**config.mk**
```make
export PLATFORM = sky130hd
export DESIGN_NAME = bhq_ctrl
export DESIGN_NICKNAME = d
export VERILOG_FILES = /design/src/rtl/bhq_pkg.sv /design/src/rtl/bhq_ctrl.sv
export SDC_FILE = /design/constraint.sdc
export NUM_CORES = 1
export LEC_CHECK = 0
export BUFFER_PORTS_ARGS = -buffer_cell sky130_fd_sc_hd__buf_2
export CORE_UTILIZATION = 52
export DETAILED_ROUTE_END_ITERATION = 10
export GPL_ROUTABILITY_DRIVEN = 1
export PLACE_DENSITY = 0.82
export RECOVER_POWER = 25
export SLEW_MARGIN = 20
export SYNTH_ARGS = -nofsm -noshare
export SYNTH_HDL_FRONTEND = slang
export SYNTH_SLANG_ARGS = --single-unit
```
**constraint.sdc**
```tcl
create_clock -name clk_i -period 4.02 [get_ports clk_i]
set_input_delay 1.005 -clock clk_i [delete_from_list [all_inputs] [get_ports clk_i]]
set_output_delay 1.005 -clock clk_i [all_outputs]
set_load 0.01 [all_outputs]
```
**src/rtl/bhq_pkg.sv**
```systemverilog
// ----------------------------------------------------------------------------
// Binary max-heap queue package
// Payload types, operation codes and the command/status bundles that pass
// between the controller and the datapath.
// ----------------------------------------------------------------------------
`default_nettype none

package bhq_pkg;

  localparam int unsigned ValueW = 32;
  localparam int unsigned EntryW = 11;

  typedef logic signed [ValueW-1:0] value_t;
  typedef logic [EntryW-1:0]        entry_t;

  typedef enum logic {
    KindInsert  = 1'b0,
    KindExtract = 1'b1
  } kind_e;

  // controller -> datapath
  typedef struct packed {
    logic accept;     // latch input item, clear result
    logic ins_start;  // hole at end of heap, count up
    logic rd_parent;  // read parent of hole
    logic up_step;    // parent moves down into hole
    logic put_val;    // moving value written into hole
    logic rd_root;    // read root
    logic take_root;  // capture root, count down, read last entry
    logic take_last;  // last entry becomes moving value, hole at root
    logic rd_left;    // read left child of hole
    logic take_left;  // capture left child, read right child
    logic down_step;  // larger child moves up into hole
    logic set_err;    // flag full/empty error
    logic publish;    // load output register
  } cmd_t;

  // datapath -> controller
  typedef struct packed {
    kind_e kind;
    logic  full;
    logic  empty;
    logic  count_one;
    logic  parent_zero;
    logic  up_move;
    logic  left_in;
    logic  down_move;
    logic  out_free;
  } sts_t;

endpackage

`default_nettype wire

```
**src/rtl/bhq_ctrl.sv**
```systemverilog
// ----------------------------------------------------------------------------
// Heap controller
// Sequences one operation at a time: sift-up for insert, root removal and
// sift-down for extract, then hands the result to the output register.
// ----------------------------------------------------------------------------
`default_nettype none

module bhq_ctrl
  import bhq_pkg::*;
(
  input  wire logic clk_i,
  input  wire logic rst_ni,
  input  wire logic in_valid_i,
  output logic      in_ready_o,
  input  wire sts_t sts_i,
  output cmd_t      cmd_o
);

  typedef enum logic [10:0] {
    SIdle  = 11'b000_0000_0001,
    SStart = 11'b000_0000_0010,
    SUpRd  = 11'b000_0000_0100,
    SUpCmp = 11'b000_0000_1000,
    SPut   = 11'b000_0001_0000,
    SRoot  = 11'b000_0010_0000,
    SLast  = 11'b000_0100_0000,
    SDnL   = 11'b000_1000_0000,
    SDnR   = 11'b001_0000_0000,
    SDnCmp = 11'b010_0000_0000,
    SDone  = 11'b100_0000_0000
  } state_e;

  state_e state_q, state_d;

  assign in_ready_o = state_q == SIdle;

  always_comb begin
    state_d = state_q;
    cmd_o   = '0;
    case (state_q)
      SIdle: begin
        if (in_valid_i) begin
          cmd_o.accept = 1'b1;
          state_d      = SStart;
        end
      end
      SStart: begin
        if (sts_i.kind == KindInsert) begin
          if (sts_i.full) begin
            cmd_o.set_err = 1'b1;
            state_d       = SDone;
          end else begin
            cmd_o.ins_start = 1'b1;
            state_d         = sts_i.empty ? SPut : SUpRd;
          end
        end else begin
          if (sts_i.empty) begin
            cmd_o.set_err = 1'b1;
            state_d       = SDone;
          end else begin
            cmd_o.rd_root = 1'b1;
            state_d       = SRoot;
          end
        end
      end
      SUpRd: begin
        cmd_o.rd_parent = 1'b1;
        state_d         = SUpCmp;
      end
      SUpCmp: begin
        if (sts_i.up_move) begin
          cmd_o.up_step = 1'b1;
          state_d       = sts_i.parent_zero ? SPut : SUpRd;
        end else begin
          cmd_o.put_val = 1'b1;
          state_d       = SDone;
        end
      end
      SPut: begin
        cmd_o.put_val = 1'b1;
        state_d       = SDone;
      end
      SRoot: begin
        cmd_o.take_root = 1'b1;
        state_d         = sts_i.count_one ? SDone : SLast;
      end
      SLast: begin
        cmd_o.take_last = 1'b1;
        state_d         = SDnL;
      end
      SDnL: begin
        if (sts_i.left_in) begin
          cmd_o.rd_left = 1'b1;
          state_d       = SDnR;
        end else begin
          cmd_o.put_val = 1'b1;
          state_d       = SDone;
        end
      end
      SDnR: begin
        cmd_o.take_left = 1'b1;
        state_d         = SDnCmp;
      end
      SDnCmp: begin
        if (sts_i.down_move) begin
          cmd_o.down_step = 1'b1;
          state_d         = SDnL;
        end else begin
          cmd_o.put_val = 1'b1;
          state_d       = SDone;
        end
      end
      SDone: begin
        if (sts_i.out_free) begin
          cmd_o.publish = 1'b1;
          state_d       = SIdle;
        end
      end
      default: begin
        state_d = SIdle;
      end
    endcase
  end

  always_ff @(posedge clk_i or negedge rst_ni) begin
    if (!rst_ni) begin
      state_q <= SIdle;
    end else begin
      state_q <= state_d;
    end
  end

endmodule

`default_nettype wire

```
Word level (Yosys, flattened, before mapping)
Cells that the tools add are included.

cells by class
  mux-type cells = 40
  reduce and logical (&&, ||, !) cells = 1
  eq/ne operators = 13

operators by type and width
  kind                    number
  $pmux W11 S11           1
  $mux W11                9
  $mux W1                 27
  $eq A11 B1 Y1 const B   1
  $eq A11 B10 Y1 const B  1
  $eq A11 B11 Y1 const B  1
  $eq A11 B2 Y1 const B   1
  $eq A11 B3 Y1 const B   1
  $eq A11 B4 Y1 const B   1
  $eq A11 B5 Y1 const B   1
  $eq A11 B6 Y1 const B   1
  $eq A11 B7 Y1 const B   1
  $eq A11 B8 Y1 const B   1
  $eq A11 B9 Y1 const B   1
  $mux W5                 2
  $ne A2 B2 Y1 const B    2
  $pmux W1 S4             1
  $reduce_and A2 Y1       1

word-level totals
  output and inout port bits = 14
  register bits = 11

Logic depth before layout (Yosys ltp)
  word-level depth = 4
  depth in mapped cells = 6

Least setup slack after synthesis
Ideal clock, no wire load.

  path type = input to output
  start point = input port sts_i[2] (netlist bit)
  end point = output port cmd_o[8] (netlist bit)
  arrival = 1.598 ns
  stages = 3
  setup slack = 1.417 ns
  path through = or3b_1 -> a21o_1 -> o221ai_2

RTL lines
  element          line            RTL
  start, declared  bhq_ctrl.sv:15  input wire sts_t sts_i,
  end, declared    bhq_ctrl.sv:16  output cmd_t cmd_o

==> run metrics <==
Final Hold Viols 0; WL final about 1700 um; WHS ~0.67 ns; Worst R2R Start state_q[6]; HP Class flip-flop to flip-flop; Layout area overhead 19.8%; post-route ant nets 0; Hold Startpoint state_q[2]; clock slew at reported path FFs 0.07 ns; Num Clock Sinks 11; Clock Skew around 0.0023 ns; Starting DRT DRC Count 11; Least-Margin Pin Slew slightly above 0.6 ns; most frequent cells in the layout buf_2, nor2_1, dfrtp_1, o21ai_0, nand2_1; fin worst setup slack 1.08 ns; Layout Cell Area excl Fill approximately 940 sq um; Post-synth EDFFs 0; Worst R2R End state_q[0]; Main synth FF type dfrtp_1; port buffer count 25; Starting Density between 50% and 60%; CTS HTree Levels 1; gpl congestion 0.761; # diodes 0; critical-path maximum fanout 7; Tot GR Track Use a little under a quarter; Yosys warning total 0; registers with the most flip-flops state_q x11; synthesized flop and latch total 11; via count ~730; full die area ~0.0017 sq mm; Final period util around three quarters; PostCTS Resize Cnt 0; leak pwr between 0.0004 and 0.0005 uW; mapped cell area 785 sq um; first-pass GRT wire length between 2000 and 3000 um; VDD IR max 0.256 mV; outcome complete, no violations; leading cell type in the layout, fill and taps excluded buf_2; core area around 0.0014 sq mm; Final Max Tran Viols 0; RSZ-0062 raised after global routing false; max reg flops 11; worst skew pair latency about 0.26 ns; R2R cell count 5; critical path type flip-flop to primary output; DR WL/cell about 13 um; vias in the first global route 638; Biggest register state_q; # nets final about 130; Period minus WS final between 2 and 3 ns; sequential area share after synthesis 35.2%; cell count after synthesis 89; Detailed Place HPWL 1350 um; layout cells sized above 1 between 30 and 40%; Hold Path Sink state_q[3]; setup TNS 0 ns; MaxCap Viol Count 0; CP Capture Type primary output; Peak Freq ~340 MHz; Worst EP arrival 1.94 ns; largest net degree at the start of global routing 12; Post-CTS Setup Inserts 0; Chip Width 40.8 um; Final Setup Violations 0; initial antenna violation count 0; total power ~410 uW; syn_nets about 100; hold path depth 1; Synth cell types 36; setup slack at placement approximately 1.1 ns; Async S/R FF share, synth between 90% and 100%; Residual DRC 0; GRT Residual Overflow 0; deepest clock path buffer count 2; clock root cell clkbuf_4; Ports 26; vias per cell roughly 5.6; Post-Place Cell Area ~900 sq um; Fillers ~120; required time of the critical path 3.01 ns; Power Dens Cells 437 mW/mm^2; # rows 13; chip height between 40 and 50 um; flop-to-flop setup slack roughly 2.3 ns; DR pass1 iterations 6; Avg Synthesized Cell Area about 8.8 sq um; CP Launch Type flip-flop; CTS Hold Bufs 0; CTS tree built; Worst slew margin between 50% and 60%; TritonCTS buffer count 3
==> how the worst max path moves through the flow <==
| stage | from | depth (start not counted) | to |
|---|---|---|---|
| after floorplan | sts_i[2] | 3 | cmd_o[8] |
| final | state_q[6] | 5 | cmd_o[8] |
| after CTS | state_q[6] | 5 | cmd_o[8] |
| after global placement | sts_i[2] | 5 | cmd_o[8] |
| after global routing | state_q[6] | 5 | cmd_o[8] |
| after detailed placement | sts_i[2] | 5 | cmd_o[8] |
==> synthesized netlist by cell type, types with 2 or more instances <==
| cell type | count | area, sq um |
|---|---|---|
| nor2_1 | 14 | 52.6 |
| dfrtp_1 | 10 | 250 |
| o21ai_0 | 7 | 35.0 |
| nand2_1 | 6 | 22.5 |
| and3_1 | 5 | 31.3 |
| nor3_1 | 4 | 20.0 |
| and2_1 | 3 | 18.8 |
| inv_1 | 3 | 11.3 |
| nor3b_1 | 3 | 22.5 |
| xor2_1 | 3 | 26.3 |
| a31oi_1 | 2 | 12.5 |
| buf_2 | 2 | 10.0 |
| nand3_1 | 2 | 10.0 |
| nor4_2 | 2 | 25.0 |
| or2_1 | 2 | 12.5 |
==> where the power goes <==
| part | internal [uW] | switching (uW) |
|---|---|---|
| Sequential | 128 | 29.0 |
| Clock | 38.3 | 38.6 |
| Combinational | 83.5 | 93.1 |
==> through the flow <==
step                instances  utilization (%)
finish                    130             69.6
global route              130             69.6
CTS                       130             69.7
floorplan                  89                -
detailed placement        126             67.7
global placement          126             67.7
==> per-layer routing <==
metal | wire (um) | GRT usage (%) | vias up
li1 | - | - | 371
met1 | 736 | 25.8 | 337
met2 | 884 | 41.4 | 18
met3 | 70 | 4.89 | 2
met4 | 13 | 12.5 | 0
met5 | 0 | 0 | -
==> critical path, stage by stage, from the launching register on <==
cell,delay (ns)
dfrtp_1,0.47
nor4_4,0.44
and2_1,0.26
nand3_1,0.13
o221ai_2,0.21
buf_2,0.16
==> logic make-up after synthesis <==
kind of cell / Yosys count / synth area share (%)
DFF: 11 / 35.2
xor gates and xnor gates: 3 / 3.35
and+or+nand+nor: 52 / 42.9
AOI/OAI and AO/OA: 16 / 14.0
muxes: 1 / 1.28
buffers and inverters: 6 / 3.19
==> layout make-up <==
cell class	instances	area (sq um)	area share (%)
Clock buffer	4	26.3	2.80
Timing Repair Buffer	25	124	13.2
Sequential cell	11	277	29.4
Inverter	3	11.3	1.20
Multi-Input combinational cell	72	483	51.4
Tap cell	15	18.8	2.00
Power figures use the tool's default switching activity.
